`src/rtl/core/lgrs_pkg.sv`:
```
// ----------------------------------------------------------------------------
// lgrs_pkg: shared types and constants of the life row stencil.
// Holds the row width, the rule counts and the result record.
// ----------------------------------------------------------------------------
package lgrs_pkg;

	// Bits in one row beat, and the bits needed to count up to that many.
	localparam int ROW_BITS = 64;
	localparam int WIDTH_BITS = 7;

	// B3/S23: a cell is born with three live neighbors, survives with two or three.
	localparam logic [3:0] BIRTH_COUNT = 4'd3;
	localparam logic [3:0] SURVIVE_COUNT = 4'd2;

	// One result row as it waits in the output queue.
	typedef struct packed {
		logic [ROW_BITS-1:0] next_row_cells;
		logic                frame_end;
	} res_t;

endpackage

```
`src/rtl/core/lgrs_cfg_if.sv`:
```
// ----------------------------------------------------------------------------
// lgrs_cfg_if: configuration write channel.
// Carries the active row width on a valid/ready handshake.
// ----------------------------------------------------------------------------
interface lgrs_cfg_if;
	logic                               valid;
	logic                               ready;
	logic [lgrs_pkg::WIDTH_BITS-1:0]    row_width;

	modport source (output valid, output row_width, input ready);
	modport sink (input valid, input row_width, output ready);
endinterface

```
`src/rtl/core/lgrs_row_if.sv`:
```
// ----------------------------------------------------------------------------
// lgrs_row_if: input row channel.
// One beat is one row of the current generation and its last-row flag.
// ----------------------------------------------------------------------------
interface lgrs_row_if;
	logic                             valid;
	logic                             ready;
	logic [lgrs_pkg::ROW_BITS-1:0]    row_cells;
	logic                             last_row;

	modport source (output valid, output row_cells, output last_row, input ready);
	modport sink (input valid, input row_cells, input last_row, output ready);
endinterface

```
`src/rtl/core/lgrs_res_if.sv`:
```
// ----------------------------------------------------------------------------
// lgrs_res_if: result row channel.
// One beat is one next-generation row and its end-of-frame flag.
// ----------------------------------------------------------------------------
interface lgrs_res_if;
	logic                             valid;
	logic                             ready;
	logic [lgrs_pkg::ROW_BITS-1:0]    next_row_cells;
	logic                             frame_end;

	modport source (output valid, output next_row_cells, output frame_end, input ready);
	modport sink (input valid, input next_row_cells, input frame_end, output ready);
endinterface

```
`src/rtl/core/lgrs_lane.sv`:
```
// ----------------------------------------------------------------------------
// lgrs_lane: life rule for a single cell.
// Counts the eight neighbors of a 3x3 window and applies B3/S23.
// ----------------------------------------------------------------------------
module lgrs_lane (
	input  logic [2:0] up,
	input  logic [2:0] mid,
	input  logic [2:0] down,
	output logic       next_cell
);
	import lgrs_pkg::*;

	logic [3:0] count;

	// Neighbor count: the full rows above and below, the sides of the middle row.
	always_comb begin
		count = 4'(up[0]) + 4'(up[1]) + 4'(up[2])
			+ 4'(down[0]) + 4'(down[1]) + 4'(down[2])
			+ 4'(mid[0]) + 4'(mid[2]);
		next_cell = (count == BIRTH_COUNT) || (mid[1] && (count == SURVIVE_COUNT));
	end

endmodule

```
`src/rtl/core/lgrs_row.sv`:
```
// ----------------------------------------------------------------------------
// lgrs_row: one next-generation row from three neighboring rows.
// A lane per column works in parallel; the merge masks unused columns.
// ----------------------------------------------------------------------------
module lgrs_row (
	input  logic [lgrs_pkg::ROW_BITS-1:0] up,
	input  logic [lgrs_pkg::ROW_BITS-1:0] mid,
	input  logic [lgrs_pkg::ROW_BITS-1:0] down,
	input  logic [lgrs_pkg::ROW_BITS-1:0] mask,
	output logic [lgrs_pkg::ROW_BITS-1:0] next_row
);
	import lgrs_pkg::*;

	logic [ROW_BITS+1:0] up_pad;
	logic [ROW_BITS+1:0] mid_pad;
	logic [ROW_BITS+1:0] down_pad;
	logic [ROW_BITS-1:0] lane_out;

	// Columns beyond the width and beyond both edges read as dead.
	assign up_pad   = {1'b0, up & mask, 1'b0};
	assign mid_pad  = {1'b0, mid & mask, 1'b0};
	assign down_pad = {1'b0, down & mask, 1'b0};

	// One lane per column, each seeing columns k-1 to k+1.
	for (genvar k = 0; k < ROW_BITS; k++) begin : g_lane
		lgrs_lane u_lane (
			.up        (up_pad[k+2:k]),
			.mid       (mid_pad[k+2:k]),
			.down      (down_pad[k+2:k]),
			.next_cell (lane_out[k])
		);
	end

	// Merge the lanes and clear unused columns.
	assign next_row = lane_out & mask;

endmodule

```
`src/rtl/core/life_generation_row_stencil_top.sv`:
```
// ----------------------------------------------------------------------------
// life_generation_row_stencil_top: one B3/S23 life generation, row by row.
// Keeps two rows, computes results in column lanes and queues them.
// ----------------------------------------------------------------------------
// Usage:
// Rows of a grid enter on row_in top to bottom, one row per beat, with
// last_row set on the bottom row. Each row after the first yields the next
// generation of the row above it on row_out; the bottom row yields two beats,
// the row before it and then itself with frame_end set. A one-row grid gives
// a single beat with frame_end set.
// Results are registered in the queue before they are offered on row_out.
// Throughput: one row per cycle while row_in is ready; both results of a bottom
// row are computed in the same cycle by two 64-lane row units.
// Results wait in a four-entry queue; row_in is ready while at least two
// entries are free, so a stalled receiver holds results and input stops once
// three or more results wait.
// cfg sets the active width (saturated at MAX_WIDTH, reset 64) and is always
// ready; a new width applies to every row beat accepted after it. Reset
// clears the held rows and the queue.
// ----------------------------------------------------------------------------
module life_generation_row_stencil_top #(
	parameter int MAX_WIDTH = 64
) (
	input  logic               clk,
	input  logic               arst_n,
	lgrs_cfg_if.sink           cfg,
	lgrs_row_if.sink           row_in,
	lgrs_res_if.source         row_out
);
	import lgrs_pkg::*;

	localparam int QDEPTH = 4;
	localparam int QPTR_BITS = $clog2(QDEPTH);
	localparam int QCNT_BITS = $clog2(QDEPTH + 1);
	localparam logic [WIDTH_BITS-1:0] MAX_W = WIDTH_BITS'(MAX_WIDTH);
	localparam logic [QCNT_BITS-1:0] QROOM = QCNT_BITS'(QDEPTH - 2);

	logic [WIDTH_BITS-1:0] row_width_q;
	logic [WIDTH_BITS-1:0] eff_width;
	logic [ROW_BITS-1:0]   mask;
	logic [ROW_BITS-1:0]   row_above_q;
	logic [ROW_BITS-1:0]   row_middle_q;
	logic [1:0]            rows_held_q;
	logic [ROW_BITS-1:0]   res_inner;
	logic [ROW_BITS-1:0]   res_bottom;
	logic                  in_acc;
	logic                  held;
	logic [1:0]            n_push;
	logic                  pop;
	res_t                  first_res;
	res_t                  queue_q [QDEPTH];
	logic [QPTR_BITS-1:0]  wr_ptr_q;
	logic [QPTR_BITS-1:0]  rd_ptr_q;
	logic [QCNT_BITS-1:0]  count_q;

	// Width register; the write channel never stalls.
	assign cfg.ready = 1'b1;

	always_ff @(posedge clk or negedge arst_n) begin
		if (!arst_n) begin
			row_width_q <= WIDTH_BITS'(ROW_BITS);
		end else if (cfg.valid) begin
			row_width_q <= cfg.row_width;
		end
	end

	// Active column mask, with the width saturated at MAX_WIDTH.
	assign eff_width = (row_width_q > MAX_W) ? MAX_W : row_width_q;

	always_comb begin
		for (int k = 0; k < ROW_BITS; k++) begin
			mask[k] = (WIDTH_BITS'(k) < eff_width);
		end
	end

	// Inner result: the held middle row between its neighbors.
	lgrs_row u_row_inner (
		.up       (row_above_q),
		.mid      (row_middle_q),
		.down     (row_in.row_cells),
		.mask     (mask),
		.next_row (res_inner)
	);

	// Bottom result: the incoming row with dead space below it.
	lgrs_row u_row_bottom (
		.up       (row_middle_q),
		.mid      (row_in.row_cells),
		.down     ('0),
		.mask     (mask),
		.next_row (res_bottom)
	);

	// Handshake and the number of results this beat produces.
	assign row_in.ready = (count_q <= QROOM);
	assign in_acc = row_in.valid && row_in.ready;
	assign held = (rows_held_q != 2'd0);
	assign n_push = in_acc ? (2'(held) + 2'(row_in.last_row)) : 2'd0;
	assign pop = row_out.valid && row_out.ready;

	always_comb begin
		if (held) begin
			first_res.next_row_cells = res_inner;
			first_res.frame_end = 1'b0;
		end else begin
			first_res.next_row_cells = res_bottom;
			first_res.frame_end = 1'b1;
		end
	end

	// Row history; a bottom row empties it for the next frame.
	always_ff @(posedge clk or negedge arst_n) begin
		if (!arst_n) begin
			row_above_q <= '0;
			row_middle_q <= '0;
			rows_held_q <= 2'd0;
		end else if (in_acc) begin
			if (row_in.last_row) begin
				row_above_q <= '0;
				row_middle_q <= '0;
				rows_held_q <= 2'd0;
			end else begin
				row_above_q <= held ? row_middle_q : '0;
				row_middle_q <= row_in.row_cells;
				rows_held_q <= held ? 2'd2 : 2'd1;
			end
		end
	end

	// Result queue storage; a bottom row with history writes two entries.
	always_ff @(posedge clk) begin
		if (n_push != 2'd0) begin
			queue_q[wr_ptr_q] <= first_res;
		end
		if (n_push == 2'd2) begin
			queue_q[wr_ptr_q + QPTR_BITS'(1)] <= '{next_row_cells: res_bottom,
				frame_end: 1'b1};
		end
	end

	// Queue pointers and fill count.
	always_ff @(posedge clk or negedge arst_n) begin
		if (!arst_n) begin
			wr_ptr_q <= '0;
			rd_ptr_q <= '0;
			count_q <= '0;
		end else begin
			wr_ptr_q <= wr_ptr_q + QPTR_BITS'(n_push);
			rd_ptr_q <= rd_ptr_q + QPTR_BITS'(pop);
			count_q <= count_q + QCNT_BITS'(n_push) - QCNT_BITS'(pop);
		end
	end

	assign row_out.valid = (count_q != '0);
	assign row_out.next_row_cells = queue_q[rd_ptr_q].next_row_cells;
	assign row_out.frame_end = queue_q[rd_ptr_q].frame_end;

`ifndef SYNTHESIS
	a_queue_bound: assert property (@(posedge clk) disable iff (!arst_n)
		count_q <= QCNT_BITS'(QDEPTH))
		else $error("result queue overflow");

	a_held_range: assert property (@(posedge clk) disable iff (!arst_n)
		rows_held_q != 2'd3)
		else $error("row history count out of range");

	a_frame_flush: assert property (@(posedge clk) disable iff (!arst_n)
		in_acc && row_in.last_row |=> rows_held_q == 2'd0 && row_middle_q == '0)
		else $error("row history not emptied after bottom row");

	a_ptr_gap: assert property (@(posedge clk) disable iff (!arst_n)
		QPTR_BITS'(wr_ptr_q - rd_ptr_q) == QPTR_BITS'(count_q))
		else $error("queue pointers disagree with fill count");
`endif

endmodule

```
`src/flat_wrapper.sv`:
```
// flat-port wrapper written by rule: the top's interface ports become plain ports
module life_generation_row_stencil_top_flat import lgrs_pkg::*;
#(
	parameter int MAX_WIDTH = 64
)
  (clk, arst_n, cfg_valid, cfg_row_width, cfg_ready, row_in_valid, row_in_row_cells, row_in_last_row, row_in_ready, row_out_valid, row_out_next_row_cells, row_out_frame_end, row_out_ready);
  lgrs_cfg_if cfg_i ();
  lgrs_row_if row_in_i ();
  lgrs_res_if row_out_i ();
  input  logic clk;
  input  logic arst_n;
  input wire logic [$bits(cfg_i.valid)-1:0] cfg_valid;
  input wire logic [$bits(cfg_i.row_width)-1:0] cfg_row_width;
  output wire logic [$bits(cfg_i.ready)-1:0] cfg_ready;
  input wire logic [$bits(row_in_i.valid)-1:0] row_in_valid;
  input wire logic [$bits(row_in_i.row_cells)-1:0] row_in_row_cells;
  input wire logic [$bits(row_in_i.last_row)-1:0] row_in_last_row;
  output wire logic [$bits(row_in_i.ready)-1:0] row_in_ready;
  output wire logic [$bits(row_out_i.valid)-1:0] row_out_valid;
  output wire logic [$bits(row_out_i.next_row_cells)-1:0] row_out_next_row_cells;
  output wire logic [$bits(row_out_i.frame_end)-1:0] row_out_frame_end;
  input wire logic [$bits(row_out_i.ready)-1:0] row_out_ready;
  assign cfg_i.valid = cfg_valid;
  assign cfg_i.row_width = cfg_row_width;
  assign cfg_ready = cfg_i.ready;
  assign row_in_i.valid = row_in_valid;
  assign row_in_i.row_cells = row_in_row_cells;
  assign row_in_i.last_row = row_in_last_row;
  assign row_in_ready = row_in_i.ready;
  assign row_out_valid = row_out_i.valid;
  assign row_out_next_row_cells = row_out_i.next_row_cells;
  assign row_out_frame_end = row_out_i.frame_end;
  assign row_out_i.ready = row_out_ready;
  life_generation_row_stencil_top #(.MAX_WIDTH(MAX_WIDTH)) u_core (.clk(clk), .arst_n(arst_n), .cfg(cfg_i), .row_in(row_in_i), .row_out(row_out_i));
endmodule
```
`config.mk`:
```
export PLATFORM = sky130hd
export DESIGN_NAME = life_generation_row_stencil_top_flat
export DESIGN_NICKNAME = d
export VERILOG_FILES = /design/src/rtl/core/lgrs_pkg.sv /design/src/rtl/core/lgrs_cfg_if.sv /design/src/rtl/core/lgrs_row_if.sv /design/src/rtl/core/lgrs_res_if.sv /design/src/rtl/core/lgrs_lane.sv /design/src/rtl/core/lgrs_row.sv /design/src/rtl/core/life_generation_row_stencil_top.sv /design/src/flat_wrapper.sv
export SDC_FILE = /design/constraint.sdc
export NUM_CORES = 2
export LEC_CHECK = 0
export ABC_AREA = 1
export ABC_CLOCK_PERIOD_IN_PS = 4400
export BUFFER_PORTS_ARGS = -buffer_cell sky130_fd_sc_hd__buf_4
export CAP_MARGIN = 20
export CORE_MARGIN = 2
export CORE_UTILIZATION = 30
export DETAILED_ROUTE_END_ITERATION = 8
export SLEW_MARGIN = 0
export SYNTH_ARGS = -nofsm -noshare
export SYNTH_HDL_FRONTEND = slang
export SYNTH_SLANG_ARGS = --single-unit
```
`constraint.sdc`:
```
create_clock -name clk -period 4.4 [get_ports clk]
set_input_delay 0.44 -clock clk [delete_from_list [all_inputs] [get_ports clk]]
set_output_delay 0.44 -clock clk [all_outputs]
set_load 0.02 [all_outputs]
```
# --- After elaboration in Yosys (flattened, before gate mapping) ---
# Memory sizes are Yosys's and may differ from the RTL's.
# Index checks and enable logic that the tools add are counted.
word_totals:
  output_inout_bits: 68
  word_cells: 1307
  inputBits: 77
  n_memories: 1
  regBits: 144
  mem_bits_rw: 260
memory_table:
  columns: ["name", "depth", "width", "read_ports", "rd_clocked_by_memory_dff", "wr", "line", "text"]
  rows:
  - ["u_core.queue_q", 4, 65, 1, 0, 2, "life_generation_row_stencil_top.sv:51", "res_t queue_q [QDEPTH];"]
classes:
  reduce_logical: 261
  eq_ne: 257
  mux: 12
  bitwise: 5
  add_sub_neg: 698
  n_lt_le_gt_ge: 66
op_table:
  columns: ["op", "n"]
  rows:
  - ["$add A4 B1 Y4", 440]
  - ["$eq A4 B2 Y1 const B", 256]
  - ["$add A2 B1 Y3", 126]
  - ["$and A64 B64 Y64", 5]
  - ["$add A1 B1 Y2", 127]
  - ["$lt A6 B7 Y1 const A", 32]
  - ["$mux W64", 3]
  - ["$logic_and A1 B1 Y1", 130]
  - ["$logic_or A1 B1 Y1", 128]
  - ["$lt A5 B7 Y1 const A", 16]
  - ["$mux W65", 1]
  - ["$lt A4 B7 Y1 const A", 8]
  - ["$lt A3 B7 Y1 const A", 4]
  - ["$lt A1 B7 Y1 const A", 2]
  - ["$lt A2 B7 Y1 const A", 2]
  - ["$gt A7 B7 Y1 const B", 1]
  - ["$mux W7", 1]
  - ["$mux W2", 3]
  - ["$mux W1", 4]
  - ["$reduce_bool A2 Y1", 2]
  - ["$add A3 B2 Y3", 1]
  - ["$le A3 B2 Y1 const B", 1]
  - ["$reduce_bool A3 Y1", 1]
  - ["$sub A3 B1 Y3", 1]
  - ["4 further kinds", 4]

# --- Longest topological paths before layout ---
logic_depth:
  word_depth: 16
  mapped_depth: 26

# --- By module ---
# A second synthesis with hierarchy kept.
unflattened:
  hier_cells: 6766
  area_unflattened_um2: 49399.9
by_module_without_submodules:
  columns: ["mod", "seq_area_each_um2", "instances", "area_per_inst_um2", "cells_per_inst"]
  rows:
  - ["lgrs_lane", 0.0, 128, 200.2, 28]
  - ["life_generation_row_stencil_top", 11372.2, 1, 19924.1, 2156]
  - ["lgrs_row", 0.0, 2, 1925.6, 513]

# --- Least setup slack after synthesis ---
# Ideal clock, no wire load.
synth_timing:
  path_kind: "register -> register"
  start: "reg u_core.row_width_q[6]"
  end: "mem u_core.queue_q[0][61] in the netlist's numbering, data pin"
  setup_slack_ns: 0.157
  path_stages_with_launch: 18
  arrival_ns: 4.113
  path_cell_list: "dfstp_2 buf_4 nor2_4 nand2_2 o21ai_2 inv_1 nor2_1 fa_1 inv_1 fa_1 fa_1 inv_1 ha_1 fa_1 o21ai_0 o31ai_1 nand3_1 nand2_1"
synth_rtl:
  columns: ["item", "line", "text"]
  rows:
  - ["start, declared", "life_generation_row_stencil_top.sv:38", "logic [WIDTH_BITS-1:0] row_width_q;"]
  - ["start signal, assigned", "life_generation_row_stencil_top.sv:61", "row_width_q <= WIDTH_BITS'(ROW_BITS);"]
  - ["start signal, assigned", "life_generation_row_stencil_top.sv:63", "row_width_q <= cfg.row_width;"]
  - ["end, declared", "life_generation_row_stencil_top.sv:51", null]

==> results.md <==
* Worst vdd rail ir drop at 0.000269 V
* Clk_skew at 21.5 ps
* Setup ws final at -109 ps
* CP startpoint: u_core.row_width_q[6]$_DFFE_PN1P_
* Avg WL per Cell at 18.8 microns
* Critical Path AT at 4880 ps
* Final Hold Vio Count at 0
* Avg Vias per Cell at 4.92
* Ys async rst share at 35.6%
* Number of remaining DRC errors at 0
* Fin crit share at 102%
* Final min period at 4510 ps
* Number of global-route vias before repair at 32500
* Core Box Area at 124000 sq um
* Fin. max-slew vios at 0
* GR Util met1 at 26.4%
* Status: finished, violations left
* CP Capture Type: register
* Routed Antenna Nets at 0
* Crit path to: u_core.queue_q[3][15]$_DFFE_PP_
* Drt total wl at 127 mm
* Flop2flop setup slack at -110 ps
* Die height at 357 microns
* Later-pin clock latency in the skew report at 610 ps
* Die Width at 357 microns
* IO Count at 145
* Cell Area, Placed at 42900 sq um
* Starting Density at 30.3%
* LEAKAGE at 23.4 nW
* First-pass GRT wire length at 191 mm
* Req. time, crit path at 4770 ps
* Maximum root-to-sink buffer count at 3
* Die area at 128000 sq um
* Mapped Cells at 4547
* Failing checks: setup timing
* Iter 0 DRT Violations at 2705
* 1st-pass router iterations at 6
* Met2 Track Usage GR at 31.3%
* Crit path max fanout at 7
* Actual slew at the worst max-slew pin at 1190 ps
* Post-synth EDFFs at 256
* Worst rel slew slack at 20.7%
* Area delta synth->final at 29.8%
* R2r endpoint: u_core.queue_q[3][15]$_DFFE_PP_
* Most Used Layer, Global Route: met2
* Post-synthesis sequential area ratio at 30.3%
* CTS tree: yes
* Setup CP Type: reg -> reg
* Tot Pwr at 0.0269 W
* Pre-CTS WS at -413 ps
* CTS Root Cell: clkbuf_16
* Non-filler cells, final at 6758
* Power density cells at 553 nW/um^2
* Placed Instances at 6525
* Post-route cell area at 48700 sq um
* R2r startpoint: u_core.row_width_q[6]$_DFFE_PN1P_
* HP Class: in -> reg
* R2R depth at 24
* Number of H-tree levels at 2
* RSZ-0062 raised after global routing: yes
* Fmax at 222 MHz
* Post-synth cell types at 51
* M3 GR Usage at 3.76%
* Syn. warnings at 0
* Most common cell after layout, fill and taps aside: nand2_1
* Clock Sinks at 404
* CP startpoint kind: register
* Port bufs at 143
* Max-cap viol count at 0
* Dpl hpwl at 90.9 mm
* Setup violations, final at 101
* Fraction of layout cells with a size suffix above 1 at 27.0%
* Nets at 5808
* Pin count of the biggest net entering global routing at 102
* Top FF cell, synth: edfxtp_1
* Antenna violations before repair at 12
* Avg Synthesized Cell Area at 8.24 sq um
* CTS buffer count at 45
* Vias at 33200
* Fin Setup TNS at -2950 ps
* Mapped Nets at 5270
* Most frequent cells in the layout: nand2_1 (873), inv_1 (730), buf_4 (534), nor2_1 (290), o21ai_0 (282)
* Cell area after synthesis at 37500 sq um
* Antenna Cells at 0
* Total GRT Usage at 19.4%
* Rows at 129
* Gr ovfl total at 0
* Yosys reg bits at 404
* Worst-path clk slew at 70 ps
* RD Place Congestion at 0.883
==> cells by family (layout without fill, tap and decap cells) <==
logic type | after synthesis | after routing | share of synthesized area [%]
and+or+nand+nor | 1771 | 1771 | 19.9
buffers and inverters | 1031 | 1605 | 10.6
AOI/OAI and AO/OA | 648 | 648 | 9.96
adders and majority gates | 646 | 646 | 28.1
DFF | 404 | 404 | 30.3
xor gates and xnor gates | 45 | 45 | 1.05
other | 1 | 1 | 0.0100
muxes | 1 | 1 | 0.0300
==> power by group <==
| part | internal, W | switching (W) |
|---|---|---|
| sequential | 0.00483 | 0.000516 |
| clock | 0.00232 | 0.00174 |
| combinational | 0.00665 | 0.0108 |
| total | 0.0138 | 0.0131 |
==> timing repair <==
action                                  in CTS  in global routing
endpoints found under the setup margin     242                248
buffers inserted                            27                131
hold buffers                                 1                  0
cloned                                       0                  0
resized for setup                          279                676
pin swaps                                   88                344
endpoints found under the hold margin       48                  0
==> per-stage QoR <==
step / hold WS (ps) / utilization (%)
floorplan: 144 / -
global placement: 467 / 34.6
detailed placement: 466 / 34.6
CTS: 60.4 / 36.7
global route: 90.3 / 39.3
finish: 92.1 / 39.3
==> registers in the layout, summed over array words and instances (netlist names) <==
| register | cells |
|---|---|
| u_core.rd_ptr_q | 2 |
| u_core.row_middle_q | 64 |
| u_core.wr_ptr_q | 2 |
| u_core.queue_q | 260 |
| u_core.row_above_q | 64 |
| u_core.row_width_q | 7 |
| u_core.rows_held_q | 2 |
| u_core.count_q | 3 |
==> critical path, stage by stage (launching register included) <==
cell and delay [ps]:
dfstp_2 440, nor2_4 260, nand2_2 120, nor2_4 290, buf_12 160, nand2_4 50, nand2_4 90, inv_4 50
nand2_4 80, xor2_1 140, inv_1 60, ha_1 290, inv_2 40, fa_1 470, fa_1 530, inv_2 40
ha_4 160, fa_2 370, nand3b_1 120, o22ai_2 70, nand4_1 80, o21ai_1 80, buf_4 160, nand2_1 70
nand2_1 60
==> Yosys cell counts (5+ instances only) <==
cell type	number	area [sq um]
nor2_1	325	1220
o22ai_1	94	588
or2_2	35	219
xor2_1	39	342
nor2_2	7	43.8
nand2_2	5	31.3
a21o_1	5	37.5
nand3b_1	29	218
o21ai_0	377	1890
clkbuf_1	94	353
buf_2	43	215
o21ai_2	5	43.8
inv_1	856	3210
nor3b_1	17	128
xnor2_1	6	52.6
nor3_1	10	50.1
dfrtp_1	143	3580
o21bai_1	42	315
o211ai_1	23	173
o31ai_1	6	45.0
nor4_1	8	50.1
o21a_1	6	45.0
o21ai_1	30	150
o2111ai_1	14	123
a21oi_2	10	87.6
ha_1	320	4000
and2_1	8	50.1
nand3_1	229	1150
nand4_1	61	382
inv_2	16	60.1
a21oi_1	21	105
nand2_1	1030	3870
edfxtp_1	256	7690
fa_1	326	6530
buf_4	5	37.5
buf_1	11	41.3
==> final cells by class <==
class / count / area, sq um
fillers: 12200 / 75100
multi-input cells: 3112 / 24800
flip-flops and latches: 404 / 11400
repair buffers: 646 / 5550
inverters: 876 / 3390
well taps: 1637 / 2050
clock buffers: 54 / 1170
clock inverters: 29 / 347
==> per-layer routing <==
layer | vias up | part of all wire, %
met4 | 16 | 3.0
met2 | 1232 | 46
met5 | - | 0.091
li1 | 15600 | -
met3 | 226 | 8.5
met1 | 16100 | 43
==> how the worst min path moves through the flow <==
stage	from	endpoint	slack, ps	cells after the start
after floorplan	arst_n	u_core.count_q[0]$_DFF_PN0_	140	0
after global placement	arst_n	u_core.row_above_q[50]$_DFFE_PN0P_	470	1
after detailed placement	arst_n	u_core.row_above_q[50]$_DFFE_PN0P_	470	1
after CTS	row_in_row_cells[32]	u_core.row_middle_q[32]$_DFFE_PN0P_	60	3
after global routing	row_in_row_cells[51]	u_core.row_middle_q[51]$_DFFE_PN0P_	90	3
final	row_in_row_cells[32]	u_core.row_middle_q[32]$_DFFE_PN0P_	90	3
No activity file was read; power rests on OpenSTA's default activity.
